<file path="config.mk">
export PLATFORM = sky130hd
export DESIGN_NAME = sccb_bit_level_master_unit
export DESIGN_NICKNAME = d
export VERILOG_FILES = /design/src/rtl/sccb_pkg.sv /design/src/rtl/sccb_step.sv /design/src/rtl/sccb_bit_level_master_unit.sv
export SDC_FILE = /design/constraint.sdc
export NUM_CORES = 1
export LEC_CHECK = 0
export ABC_AREA = 1
export BUFFER_PORTS_ARGS = -buffer_cell sky130_fd_sc_hd__buf_2
export CORE_ASPECT_RATIO = 1.1
export CORE_UTILIZATION = 38
export CTS_CLUSTER_DIAMETER = 30
export CTS_CLUSTER_SIZE = 12
export DETAILED_ROUTE_END_ITERATION = 16
export HOLD_SLACK_MARGIN = 0.05
export SLEW_MARGIN = 20
export SYNTH_ARGS = -nofsm -noshare
export SYNTH_HDL_FRONTEND = slang
export SYNTH_SLANG_ARGS = --single-unit
</file>
<file path="constraint.sdc">
create_clock -name aclk -period 2.2 [get_ports aclk]
set_clock_uncertainty 0.1 [all_clocks]
set_input_delay 0.55 -clock aclk [delete_from_list [all_inputs] [get_ports aclk]]
set_output_delay 0.55 -clock aclk [all_outputs]
set_load 0.02 [all_outputs]
</file>
<file path="src/rtl/sccb_pkg.sv">
// ----------------------------------------------------------------------------
// sccb_pkg
// shared types and constants for the sccb bit-level master: command codes,
// the sequencer state record and the reset value of the bus delay
// ----------------------------------------------------------------------------
package sccb_pkg;

    localparam int unsigned ACT_W    = 3;
    localparam int unsigned PHASE_W  = 4;
    localparam int unsigned BIT_W    = 4;
    localparam int unsigned DELAY_W  = 16;
    localparam int unsigned BYTE_W   = 8;

    // command codes carried by the action field
    localparam logic [ACT_W-1:0] ACT_NONE  = 3'd0;
    localparam logic [ACT_W-1:0] ACT_START = 3'd1;
    localparam logic [ACT_W-1:0] ACT_STOP  = 3'd2;
    localparam logic [ACT_W-1:0] ACT_WRITE = 3'd3;
    localparam logic [ACT_W-1:0] ACT_READ  = 3'd4;
    localparam logic [ACT_W-1:0] ACT_NOACK = 3'd5;

    // sequence phases
    localparam logic [PHASE_W-1:0] PH_0 = 4'd0;
    localparam logic [PHASE_W-1:0] PH_1 = 4'd1;
    localparam logic [PHASE_W-1:0] PH_2 = 4'd2;
    localparam logic [PHASE_W-1:0] PH_3 = 4'd3;

    localparam logic [BIT_W-1:0]   BITS_PER_BYTE = 4'd8;
    localparam logic [DELAY_W-1:0] DELAY_RESET   = 16'd50;

    typedef struct packed {
        logic [ACT_W-1:0]   cmd;
        logic [PHASE_W-1:0] phase;
        logic [BIT_W-1:0]   bit_cnt;
        logic [DELAY_W-1:0] dly_cnt;
        logic [BYTE_W-1:0]  shift;
        logic               scl;
        logic               sda_latch;
        logic               sda_in_mode;
        logic [BYTE_W-1:0]  rd_result;
        logic               ack;
    } seq_state_t;

endpackage

</file>
<file path="src/rtl/sccb_step.sv">
// ----------------------------------------------------------------------------
// sccb_step
// next-state logic of the bit sequencer for one clock tick: command launch,
// delay countdown and the pin group that follows an expired delay
// ----------------------------------------------------------------------------
module sccb_step (
    input  sccb_pkg::seq_state_t                 cur,
    input  logic [sccb_pkg::ACT_W-1:0]           action,
    input  logic [sccb_pkg::BYTE_W-1:0]          wr_data,
    input  logic                                 sda_level,
    input  logic [sccb_pkg::DELAY_W-1:0]         delay_ticks,
    output sccb_pkg::seq_state_t                 nxt,
    output logic                                 done
);
    import sccb_pkg::*;

    logic [DELAY_W-1:0] load_val;
    logic [DELAY_W-1:0] dly_dec;
    logic [BIT_W-1:0]   bit_inc;
    logic               expired;

    assign load_val = (delay_ticks == '0) ? DELAY_W'(1) : delay_ticks;
    assign dly_dec  = (cur.dly_cnt != '0) ? cur.dly_cnt - DELAY_W'(1) : cur.dly_cnt;
    assign bit_inc  = cur.bit_cnt + BIT_W'(1);
    assign expired  = (dly_dec == '0);

    always_comb begin
        nxt  = cur;
        done = 1'b0;
        if (cur.cmd == ACT_NONE) begin
            if (action >= ACT_START && action <= ACT_NOACK) begin
                nxt.cmd     = action;
                nxt.phase   = PH_0;
                nxt.bit_cnt = '0;
                nxt.dly_cnt = load_val;
                unique case (action)
                    ACT_START: begin
                        nxt.sda_latch = 1'b1;
                        nxt.scl       = 1'b1;
                    end
                    ACT_STOP:  nxt.sda_latch = 1'b0;
                    ACT_WRITE: begin
                        nxt.sda_latch = wr_data[BYTE_W-1];
                        nxt.shift     = {wr_data[BYTE_W-2:0], 1'b0};
                    end
                    ACT_READ: begin
                        nxt.shift       = '0;
                        nxt.sda_in_mode = 1'b1;
                    end
                    default: ;
                endcase
            end
        end else begin
            nxt.dly_cnt = dly_dec;
            if (expired) begin
                unique case (cur.cmd)
                    ACT_START: begin
                        if (cur.phase == PH_0) begin
                            nxt.sda_latch = 1'b0;
                            nxt.phase     = PH_1;
                            nxt.dly_cnt   = load_val;
                        end else begin
                            nxt.scl = 1'b0;
                            done    = 1'b1;
                        end
                    end
                    ACT_STOP: begin
                        if (cur.phase == PH_0) begin
                            nxt.scl     = 1'b1;
                            nxt.phase   = PH_1;
                            nxt.dly_cnt = load_val;
                        end else if (cur.phase == PH_1) begin
                            nxt.sda_latch = 1'b1;
                            nxt.phase     = PH_2;
                            nxt.dly_cnt   = load_val;
                        end else begin
                            done = 1'b1;
                        end
                    end
                    ACT_NOACK: begin
                        if (cur.phase == PH_0) begin
                            nxt.sda_latch = 1'b1;
                            nxt.scl       = 1'b1;
                            nxt.phase     = PH_1;
                            nxt.dly_cnt   = load_val;
                        end else if (cur.phase == PH_1) begin
                            nxt.scl     = 1'b0;
                            nxt.phase   = PH_2;
                            nxt.dly_cnt = load_val;
                        end else if (cur.phase == PH_2) begin
                            nxt.sda_latch = 1'b0;
                            nxt.phase     = PH_3;
                            nxt.dly_cnt   = load_val;
                        end else begin
                            done = 1'b1;
                        end
                    end
                    ACT_WRITE: begin
                        if (cur.phase == PH_0) begin
                            nxt.scl     = 1'b1;
                            nxt.phase   = PH_1;
                            nxt.dly_cnt = load_val;
                        end else if (cur.phase == PH_1) begin
                            nxt.scl     = 1'b0;
                            nxt.bit_cnt = bit_inc;
                            nxt.dly_cnt = load_val;
                            if (bit_inc < BITS_PER_BYTE) begin
                                nxt.sda_latch = cur.shift[BYTE_W-1];
                                nxt.shift     = {cur.shift[BYTE_W-2:0], 1'b0};
                                nxt.phase     = PH_0;
                            end else begin
                                nxt.sda_in_mode = 1'b1;
                                nxt.phase       = PH_2;
                            end
                        end else if (cur.phase == PH_2) begin
                            nxt.scl     = 1'b1;
                            nxt.phase   = PH_3;
                            nxt.dly_cnt = load_val;
                        end else begin
                            // acknowledge: low level means the slave took the byte
                            nxt.ack         = ~sda_level;
                            nxt.scl         = 1'b0;
                            nxt.sda_in_mode = 1'b0;
                            done            = 1'b1;
                        end
                    end
                    ACT_READ: begin
                        if (cur.phase == PH_0) begin
                            nxt.scl     = 1'b1;
                            nxt.shift   = {cur.shift[BYTE_W-2:0], sda_level};
                            nxt.phase   = PH_1;
                            nxt.dly_cnt = load_val;
                        end else begin
                            nxt.scl     = 1'b0;
                            nxt.bit_cnt = bit_inc;
                            if (bit_inc < BITS_PER_BYTE) begin
                                nxt.phase   = PH_0;
                                nxt.dly_cnt = load_val;
                            end else begin
                                nxt.sda_in_mode = 1'b0;
                                nxt.rd_result   = cur.shift;
                                done            = 1'b1;
                            end
                        end
                    end
                    default: done = 1'b1;
                endcase
                if (done) begin
                    nxt.cmd   = ACT_NONE;
                    nxt.phase = PH_0;
                end
            end
        end
    end

endmodule

</file>
<file path="src/rtl/sccb_bit_level_master_unit.sv">
// ----------------------------------------------------------------------------
// sccb_bit_level_master_unit
// sccb / i2c bit-bang master: one input transaction is one bus tick
// ----------------------------------------------------------------------------
// Each input transaction is one tick of the bus sequencer and may carry a
// command (start, stop, write byte, read byte, send no-acknowledge), the byte
// to write and the sampled sda level. Every input transaction yields exactly
// one result transaction with the scl and sda drive levels, busy/done status,
// the last read byte and the last write's acknowledge. A command is launched
// only while idle; commands that arrive while busy are dropped. Every bus
// delay lasts delay_ticks ticks (zero counts as one); a new value written on
// the configuration port applies from the next delay that gets loaded.
// Throughput is one transaction per clock: the sequencer state and the result
// register both update in the accepting cycle, so the only limit is the
// result register, which lets a new transaction in whenever it is empty or
// being taken in the same cycle. A result shows in the cycle after its input is accepted.
// ----------------------------------------------------------------------------
module sccb_bit_level_master_unit (
    input  logic                                aclk,
    input  logic                                aresetn,
    // configuration
    input  logic                                cfg_wr_en,
    input  logic [sccb_pkg::DELAY_W-1:0]        cfg_wr_data,
    // input channel
    input  logic                                s_valid,
    output logic                                s_ready,
    input  logic [sccb_pkg::ACT_W-1:0]          s_action,
    input  logic [sccb_pkg::BYTE_W-1:0]         s_wr_data,
    input  logic                                s_sda_level,
    // result channel
    output logic                                m_valid,
    input  logic                                m_ready,
    output logic                                m_scl,
    output logic                                m_sda_release,
    output logic                                m_busy_res,
    output logic                                m_done_res,
    output logic [sccb_pkg::BYTE_W-1:0]         m_rd_data,
    output logic                                m_ack_ok
);
    import sccb_pkg::*;

    // configuration register
    logic [DELAY_W-1:0] delay_ticks_reg;

    // sequencer state
    seq_state_t state_reg;
    seq_state_t state_next;
    logic       step_done;

    // result register
    logic              m_valid_reg;
    logic              scl_reg;
    logic              sda_release_reg;
    logic              busy_reg;
    logic              done_reg;
    logic [BYTE_W-1:0] rd_data_reg;
    logic              ack_reg;

    logic s_fire;

    // input accepted while the result slot is free or draining this cycle
    assign s_ready = ~m_valid_reg | m_ready;
    assign s_fire  = s_valid & s_ready;

    // one tick of the sequencer
    sccb_step u_step (
        .cur         (state_reg),
        .action      (s_action),
        .wr_data     (s_wr_data),
        .sda_level   (s_sda_level),
        .delay_ticks (delay_ticks_reg),
        .nxt         (state_next),
        .done        (step_done)
    );

    // configuration write, no handshake
    always_ff @(posedge aclk) begin
        if (!aresetn) begin
            delay_ticks_reg <= DELAY_RESET;
        end else if (cfg_wr_en) begin
            delay_ticks_reg <= cfg_wr_data;
        end
    end

    // sequencer state advances once per accepted transaction
    always_ff @(posedge aclk) begin
        if (!aresetn) begin
            state_reg.cmd         <= ACT_NONE;
            state_reg.phase       <= PH_0;
            state_reg.bit_cnt     <= '0;
            state_reg.dly_cnt     <= '0;
            state_reg.shift       <= '0;
            state_reg.scl         <= 1'b1;
            state_reg.sda_latch   <= 1'b1;
            state_reg.sda_in_mode <= 1'b0;
            state_reg.rd_result   <= '0;
            state_reg.ack         <= 1'b0;
        end else if (s_fire) begin
            state_reg <= state_next;
        end
    end

    // result valid flag
    always_ff @(posedge aclk) begin
        if (!aresetn) begin
            m_valid_reg <= 1'b0;
        end else if (s_fire) begin
            m_valid_reg <= 1'b1;
        end else if (m_ready) begin
            m_valid_reg <= 1'b0;
        end
    end

    // result payload, taken from the post-tick state
    always_ff @(posedge aclk) begin
        if (s_fire) begin
            scl_reg         <= state_next.scl;
            sda_release_reg <= state_next.sda_in_mode | state_next.sda_latch;
            busy_reg        <= (state_next.cmd != ACT_NONE);
            done_reg        <= step_done;
            rd_data_reg     <= state_next.rd_result;
            ack_reg         <= state_next.ack;
        end
    end

    assign m_valid       = m_valid_reg;
    assign m_scl         = scl_reg;
    assign m_sda_release = sda_release_reg;
    assign m_busy_res    = busy_reg;
    assign m_done_res    = done_reg;
    assign m_rd_data     = rd_data_reg;
    assign m_ack_ok      = ack_reg;

`ifndef ASSERT_OFF
    // a command that finishes is never reported busy on the same tick
    assert property (@(posedge aclk) disable iff (!aresetn)
        m_valid |-> !(m_busy_res && m_done_res))
        else $error("done and busy both set in one result");

    // while a command runs, a delay is always pending
    assert property (@(posedge aclk) disable iff (!aresetn)
        (state_reg.cmd != ACT_NONE) |-> (state_reg.dly_cnt != '0))
        else $error("busy sequencer with empty delay counter");

    // sda is released as an input only within a write or read
    assert property (@(posedge aclk) disable iff (!aresetn)
        state_reg.sda_in_mode |-> (state_reg.cmd == ACT_WRITE || state_reg.cmd == ACT_READ))
        else $error("sda input mode outside write or read");

    // a finishing tick leaves the sequencer idle
    assert property (@(posedge aclk) disable iff (!aresetn)
        (s_fire && step_done) |=> (state_reg.cmd == ACT_NONE))
        else $error("sequencer not idle after command end");
`endif

endmodule

</file>
==> After elaboration in Yosys (flattened, before gate mapping) <==
Index checks and enable logic that the tools add are counted.
{ "word_totals": {"register_bits": 77, "latch_bits": 0, "mem_bits_rw": 0, "rom_bits": 0, "output_inout_bits": 15, "wordCells": 150, "n_memories": 0} }
{ "op_classes": {"addsub": 2, "n_mul": 0, "div": 0, "n_lt_le_gt_ge": 3, "eq_ne": 21, "shift": 0, "muxes": 83, "bitwise_logic": 6, "reduce_logical": 17} }
{ "ops": {"columns": ["op", "count"], "rows": [
  ["2-to-1 mux 16 bit", 10],
  ["2-to-1 mux 38 bit", 2],
  ["one-hot mux 16 bit (4 select lines)", 1],
  ["2-to-1 mux 4 bit", 13],
  ["2-to-1 mux 47 bit", 1],
  ["2-to-1 mux 8 bit", 5],
  ["2-to-1 mux 1 bit", 35],
  ["logical NOT 16 bit", 2],
  ["one-hot mux 8 bit (2 select lines)", 2],
  ["2-to-1 mux 9 bit", 3],
  ["one-hot mux 4 bit (5 select lines)", 1],
  ["nonzero test 16 bit", 1],
  ["subtractor 16 x 1 -> 16 bit, second input constant", 1],
  ["AND reduction 7 bit", 2],
  ["== test 3 x 2 -> 1 bit, second input constant", 4],
  ["inequality test 5 x 1 -> 1 bit, second input constant", 2],
  ["== test 3 bit, second input constant", 3],
  ["inequality test 3 x 1 -> 1 bit, second input constant", 3],
  ["AND reduction 9 bit", 1],
  ["one-hot mux 1 bit (4 select lines)", 2],
  ["one-hot mux 4 bit (2 select lines)", 1],
  ["2-to-1 mux 7 bit", 1],
  ["nonzero test 7 bit", 1],
  ["== test 3 x 1 -> 1 bit, second input constant", 2],
  ["24 further kinds", 33]
]} }

==> Logic depth before layout (Yosys ltp) <==
Gate-level depths: netlist (run 1).
{ "logic_depth": {"word_depth": 11, "mapped_depth": 16, "ltp_nobuf": 16} }

==> Modules after synthesis <==
From an unflattened synthesis (run 1), not the netlist that was laid out.
{ "hier_totals": {"hier_cells": 1012, "area_unflattened_um2": 6050.8} }
{ "by_module_without_submodules": {"columns": ["mod", "instances", "cells_per_inst", "area_each_um2", "seq_area_each_um2"], "rows": [
  ["sccb_bit_level_master_unit", 1, 393, 3080.5, 1671.6],
  ["sccb_step", 1, 619, 2970.3, 0.0]
]} }

==> Least setup slack after synthesis (run 1) <==
Ideal clock, no wire load.
{ "synth_timing": {"path_kind": "reg-to-reg", "from": "register state_reg[20] in the netlist's numbering", "to": "register scl_reg (netlist: m_scl) (data pin)", "t_arrival_ns": 1.982, "path_slack_ns": -0.137, "stages_incl_launch_ff": 16, "synth_period_minus_slack_ns": 2.337, "path_cell_list": "dfxtp_1 inv_1 ha_1 nand2_2 nor2_4 nand2_4 buf_6 nand3_2 nand4_1 nor2_4 nand2_4 inv_2 buf_4 o21ai_0 nand3_1 and2_1"} }
{ "synth_lines": {"columns": ["item", "line_no", "rtl"], "rows": [
  ["start, declared", "sccb_bit_level_master_unit.sv:46", "seq_state_t state_reg;"],
  ["start signal, assigned", "sccb_bit_level_master_unit.sv:99", "state_reg <= state_next;"],
  ["end signal, assigned", "sccb_bit_level_master_unit.sv:117", "scl_reg <= state_next.scl;"],
  ["end, declared", "sccb_bit_level_master_unit.sv:52", "logic scl_reg;"]
]} }

==> Final worst setup path (run 1) <==
{ "layout_timing": {"from": "register state_reg[21] in the netlist's numbering", "to": "register sda_release_reg (netlist: m_sda_release) (data pin)"} }
{ "layout_between": {"elab_chain_len": 6} }
{ "layout_rtl": {"columns": ["item", "line_no", "rtl"], "rows": [
  ["subtractor 16 x 1 -> 16 bit / nonzero test 16 bit (equally long branches)", "sccb_step.sv:23", "assign dly_dec = (cur.dly_cnt != '0) ? cur.dly_cnt - DELAY_W'(1) : cur.dly_cnt;"],
  ["2-to-1 mux 16 bit *", "sccb_step.sv:23", null],
  ["logical NOT 16 bit *", "sccb_step.sv:25", "assign expired = (dly_dec == '0);"],
  ["2-to-1 mux 47 bit *", "sccb_step.sv:55", "if (expired) begin"],
  ["2-to-1 mux 38 bit *", "sccb_step.sv:30", "if (cur.cmd == ACT_NONE) begin"],
  ["bitwise OR 1 bit *", "sccb_bit_level_master_unit.sv:118", "sda_release_reg <= state_next.sda_in_mode | state_next.sda_latch;"],
  ["end signal, assigned", "sccb_bit_level_master_unit.sv:118", null],
  ["end, declared", "sccb_bit_level_master_unit.sv:53", "logic sda_release_reg;"]
]} }
Every way passes the cells marked *; elsewhere a longest branch is shown, timed or not. The select of a mux whose other input is x is not followed.
A chain may end at the register's enable or synchronous reset.

==> results.json, run 1 <==
{
  "synth_flop_cell": "dfxtp_1",
  "drtAntennaViolNets": 0,
  "fmax_mhz": 419.3,
  "crit_path_max_fanout": 8,
  "layout_commonest_cell": "nand2_1",
  "end_kind": "register",
  "violations": "design-rule violations, negative setup slack",
  "critPathArrivalTime_ps": 2390,
  "io_buffers": 47,
  "crit_slowest_cell": "dfxtp_2",
  "grt.met1_usage_pct": 26.50,
  "cts_num_sinks": 77,
  "yosysTopAreaCell": "dfxtp_1",
  "synth-edff-count": 13,
  "status": "complete, but fails checks",
  "root_buffer": "clkbuf_16",
  "cp-start-kind": "register",
  "grt_overflow_total": 0,
  "critPathBufInv": 3,
  "grt_pass1_wl_mm": 24.38,
  "place_ws_ps": -242.6,
  "rsz0062_at_grt": "true",
  "worstSetupPathType": "reg2reg",
  "synth.ff_latch_count": 77,
  "drc": 10,
  "clock_latency_ps": 350,
  "grt_pass1_vias": 5085,
  "grt_usage_pct": 22.95,
  "hpwl_mm": 10.82,
  "whs_ps": 310.4,
  "relSlewSlack_pct": 64.24,
  "max_cap_violations": 0,
  "p_leak_nw": 3.189,
  "wire_per_inst_um": 13.96,
  "final_hold_viol_count": 0,
  "period_share_pct": 108.4,
  "syn_area_um2": 4962,
  "hold_buffers": 0,
  "worst_pin_slew_ps": 535.8,
  "fin_tns_setup_ps": -4865,
  "powerDensity_nw_per_um2": 746.9,
  "fin_ws_ps": -184.8,
  "antenna_found_initial": 0,
  "viasPerCell": 5.024,
  "worst_hold_path.num_cells": 3,
  "largest_reg_flops": 47,
  "wl_mm": 15.22,
  "first_pass_iters": 11,
  "cts_tree": "done",
  "numCtsBuffers": 9,
  "slew_viol_final": 0,
  "worst-path-stages": 15,
  "core-area_um2": 12700,
  "area_growth_syn_to_layout_pct": 37.49,
  "required_ps": 2210,
  "max_stage_delay_ps": 340,
  "drt-initial-drc-count": 249,
  "async_flop_share_pct": 0,
  "top_usage_layer": "met2",
  "crit_family": "simple AND/OR/NAND/NOR gates",
  "die_x_um": 111.0,
  "mostFrequentLayoutCells": "nand2_1, buf_4, inv_1",
  "cts.clk_slew.worst_paths_ps": 60,
  "synth_warnings": 0,
  "diodes": 0,
  "dieArea_um2": 13520,
  "io_pins": 48,
  "post_dp_cell_area_um2": 6077,
  "netlist.area_leader.share_pct": 25.82,
  "min_period_ps": 2385,
  "die_y_um": 121.9,
  "start_util_pct": 39.08,
  "nFillCells": 1247,
  "synth_area_leaders": "dfxtp_1, nand2_1, o21ai_0",
  "grt_max_degree": 46,
  "syn-num-nets": 815,
  "path_common_cell": "nand2_1",
  "peakVddDrop_mv": 0.4750,
  "cts.path.max_buffers": 2,
  "ys_seq_area_share_pct": 33.69,
  "synth_cell_types": 42,
  "vias": 5476,
  "finalNetCount": 963,
  "rows": 43,
  "final_layout_size_suffix_gt1_share_pct": 28.30,
  "use_met2_pct": 41.55,
  "syn_area_per_cell_um2": 6.362,
  "gr-usage-met3_pct": 3.881,
  "finalInstanceArea_um2": 6823,
  "timing.critical_path.cells": "inv_2 > ha_4 > nand2_8 > nor2_4 > buf_4 > nand2_8 > nand3_4 > nand4_1 > nor2_4 > nand2_4 > buf_6 > nand2_1 > o211ai_1 > nand2_1 > nand2_1",
  "synthesis.instances": 780,
  "setup_viol": 59,
  "hold_class": "in2reg",
  "r2r_cells": 15,
  "htreeDepth": 3,
  "place.gp.congestion": 0.9061
}
-- tightest hold or removal path: cells and delay by family --
kind | cells | cell delay [ps]
AND/OR/NAND/NOR | 2 | 110
buffers and inverters | 1 | 70
-- per-layer routing --
| metal | part of all wire, % | routed length (um) | vias up |
|---|---|---|---|
| li1 | - | - | 2883 |
| met1 | 44 | 6768 | 2466 |
| met2 | 50 | 7570 | 99 |
| met3 | 3.1 | 472 | 28 |
| met4 | 2.7 | 405 | 0 |
| met5 | 0 | 0 | - |
-- report_power, final --
part	internal [W]	switching (W)
Combinational	0.000862	0.00116
Sequential	0.00156	0.0000994
Clock	0.000774	0.000644
-- cell type report --
type	count	area [um2]	area share (%)
multi-input combinational	584	3161	46.32
sequential	77	1675	24.56
timing repair buffer	163	1160	17.00
inverter	93	354.1	5.190
clock buffer	10	229.0	3.356
tap	157	196.4	2.879
clock inverter	6	47.55	0.6969
-- final timing paths --
| path | start | to | slack, ps |
|---|---|---|---|
| min reg2reg | state_reg[42] | state_reg[42] | 370 |
| min | cfg_wr_data[4] | delay_ticks_reg[4] | 310 |
| max | state_reg[21] | m_sda_release | -180 |
| max reg2reg | state_reg[21] | m_sda_release | -180 |
-- cell usage after synthesis, drive strengths merged, types with 3 or more instances --
master,number
o211ai,4
clkbuf,21
dfxtp,64
buf,7
clkinv,3
nand4,13
o2111ai,3
nand3,68
nor2,98
inv,90
o21ai,106
edfxtp,13
nand2,201
or2,3
a21oi,66
nor4,3
nor3,4
-- cells by family (layout without fill, tap and decap cells) --
kind of cell / count (synthesis) / count (layout) / synth area share, %
XOR/XNOR: 2 / 2 / 0.3531
buffers and inverters: 121 / 272 / 9.733
AND/OR/NAND/NOR: 392 / 394 / 36.11
AO/OA/AOI/OAI: 186 / 186 / 19.62
adder cells (fa/ha/maj): 2 / 2 / 0.5042
flip-flops: 77 / 77 / 33.69
-- metrics by stage --
step           power (W)  std cells  utilization (%)
6_report        0.005096       1090            53.73
5_1_grt         0.005396       1090            53.73
4_1_cts         0.004976       1084            52.04
3_5_place_dp    0.003383       1059            47.86
3_3_place_gp    0.003379       1059            47.86
2_1_floorplan   0.002670        780                -
-- repair_timing --
action | 4_1_cts | 5_1_grt
pin swaps | 19 | 19
setup buffers | 8 | 4
endpoints found under the setup margin | 57 | 60
resized for setup | 50 | 35
cloned | 2 | 2
No activity file was read; power rests on OpenSTA's default activity.
==> inputs of run 2 (changes only) <==
Settings changed: ABC_AREA 1 to default, PLACE_DENSITY from default to 0.62.
==> results.json, run 2 <==
{
  "status": "complete, but fails checks",
  "violations": "negative setup slack",
  "area_growth_syn_to_layout_pct": 48.48,
  "synth_flop_cell": "dfxtp_1",
  "antenna_found_initial": 0,
  "netlist.area_leader.share_pct": 27.86,
  "path_common_cell": "or4_4",
  "synth.ff_latch_count": 77,
  "largest_reg_flops": 47,
  "synth-edff-count": 13,
  "synth_warnings": 0,
  "slew_viol_final": 0,
  "diodes": 0,
  "min_period_ps": 3129,
  "regArea_um2": 1679,
  "fmax_mhz": 319.6,
  "wl_mm": 15.86,
  "start_util_pct": 39.50,
  "place.gp.congestion": 0.9374,
  "layout_commonest_cell": "buf_4",
  "wire_per_inst_um": 18.08,
  "whs_ps": 327.6,
  "numCtsBuffers": 9,
  "vias": 5141,
  "nFillCells": 1009,
  "use_met2_pct": 41.94,
  "synth_cell_types": 69,
  "mostFrequentLayoutCells": "buf_4, dfxtp_1, nor2_1",
  "first_pass_iters": 6,
  "utilization_pct": 58.64,
  "finalNetCount": 757,
  "cts_num_sinks": 77,
  "max_stage_delay_ps": 570,
  "gr-usage-met3_pct": 3.446,
  "hold_class": "in2reg",
  "htreeDepth": 3,
  "p_leak_nw": 2.747,
  "max_cap_violations": 0,
  "cp-start-kind": "register",
  "yosysTopAreaCell": "dfxtp_1",
  "stdcell_count": 877,
  "ys_seq_area_share_pct": 36.34,
  "rows": 41,
  "fin_ws_ps": -929.0,
  "synth_area_leaders": "dfxtp_1, edfxtp_1, a21oi_1",
  "multi_input_area_um2": 3119,
  "drtAntennaViolNets": 0,
  "io_pins": 48,
  "top_usage_layer": "met2",
  "die_y_um": 117.4,
  "hpwl_mm": 11.06,
  "viasPerCell": 5.862,
  "core-area_um2": 11640,
  "synthTopCellsByCount": "dfxtp_1, nor2_1, a21oi_1",
  "worst_pin_slew_ps": 668.0,
  "grt_pass1_vias": 4982,
  "grt_overflow_total": 0,
  "final_layout_size_suffix_gt1_share_pct": 40.03,
  "cts.path.max_buffers": 2,
  "period_share_pct": 142.2,
  "async_flop_share_pct": 0,
  "final_hold_viol_count": 0,
  "relSlewSlack_pct": 55.34,
  "grt_pass1_wl_mm": 25.19,
  "synth.most_common_cell": "dfxtp_1",
  "crit_path_max_fanout": 8,
  "timing.critical_path.cells": "or4_4 > or2_4 > o31a_1 > or4_4 > nor4_4 > nand2_4 > mux2_4",
  "required_ps": 2190,
  "drc": 0,
  "powerDensity_nw_per_um2": 743.1,
  "worstSetupPathType": "reg2reg",
  "synthesis.instances": 563,
  "syn_area_um2": 4599,
  "die_x_um": 106.9,
  "setup_viol": 60,
  "worst_hold_path.num_cells": 3,
  "cts.clk_slew.worst_paths_ps": 60,
  "dieArea_um2": 12550,
  "syn-num-nets": 598,
  "syn_area_per_cell_um2": 8.169,
  "crit_slowest_cell": "or4_4",
  "r2r_cells": 7,
  "drt-initial-drc-count": 383,
  "rsz0062_at_grt": "true",
  "io_buffers": 47,
  "critPathArrivalTime_ps": 3120,
  "grt.met1_usage_pct": 33.22,
  "root_buffer": "clkbuf_16",
  "clock_latency_ps": 340,
  "grt_usage_pct": 25.26,
  "dp_cells": 839,
  "cts_tree": "done",
  "peakVddDrop_mv": 0.5627,
  "grt_max_degree": 30,
  "end_kind": "register"
}
## run 2: cells by family (layout without fill, tap and decap cells)
family          count (synthesis)  in the layout  share of synthesized area (%)
simple gates                  242            242                          27.88
xor+xnor                        8              8                          1.523
mux                            27             27                          6.774
compound gates                157            157                          22.25
buf+inv                        50            214                          4.679
fa+ha+maj                       2              2                         0.5440
flops                          77             77                          36.34
## run 2: worst max-delay path: cells and delay by family, from the launching register on
kind	cells	cell delay, ps
mux	1	330
simple gates	5	1790
compound gates	1	300
flops	1	360
## run 2: cell type report
class	instances	share of cell area (%)
inverter	10	0.6229
tap	150	2.748
clock inverter	4	0.7695
clock buffer	12	4.086
sequential	77	24.59
multi-input combinational	436	45.68
timing repair buffer	188	21.51
## run 2: report_power, final
group	switching, W	internal, W	total, W
Clock	0.000631	0.00102	0.00165
Sequential	0.0000892	0.00152	0.00161
Combinational	0.000951	0.000862	0.00181
## run 2: routing by layer
layer  wire [um]  part of all wire [%]
met2        7684                    48
met5           0                     0
met3         768                   4.8
met1        7012                    44
met4         390                   2.5
## run 2: worst paths after layout
kind	startpoint	endpoint	slack, ps
setup / recovery	state_reg[20]	m_rd_data[3]	-930
hold / removal	cfg_wr_data[1]	delay_ticks_reg[1]	330
setup reg to reg	state_reg[20]	m_rd_data[3]	-930
hold reg to reg	state_reg[1]	state_reg[1]	380
## run 2: stage by stage
stage / setup slack (ps) / setup TNS (ps) / area [um2] / total power [W]
after floorplan: -1204 / -42180 / 4671 / 0.002435
after global placement: -1009 / -50080 / 5883 / 0.003118
after detailed placement: -1125 / -51500 / 5883 / 0.003129
after CTS: -902.8 / -44940 / 6548 / 0.004872
after global routing: -1019 / -53430 / 6829 / 0.005266
final: -929.0 / -47140 / 6829 / 0.005075
## run 2: what timing repair did
action / in CTS / in global routing
gates resized for setup: 51 / 53
endpoints found under the setup margin: 60 / 60
hold buffers: 0 / 0
gates cloned: 3 / 0
pin swaps: 25 / 28
endpoints found under the hold margin: 0 / 0
buffers inserted: 9 / 14
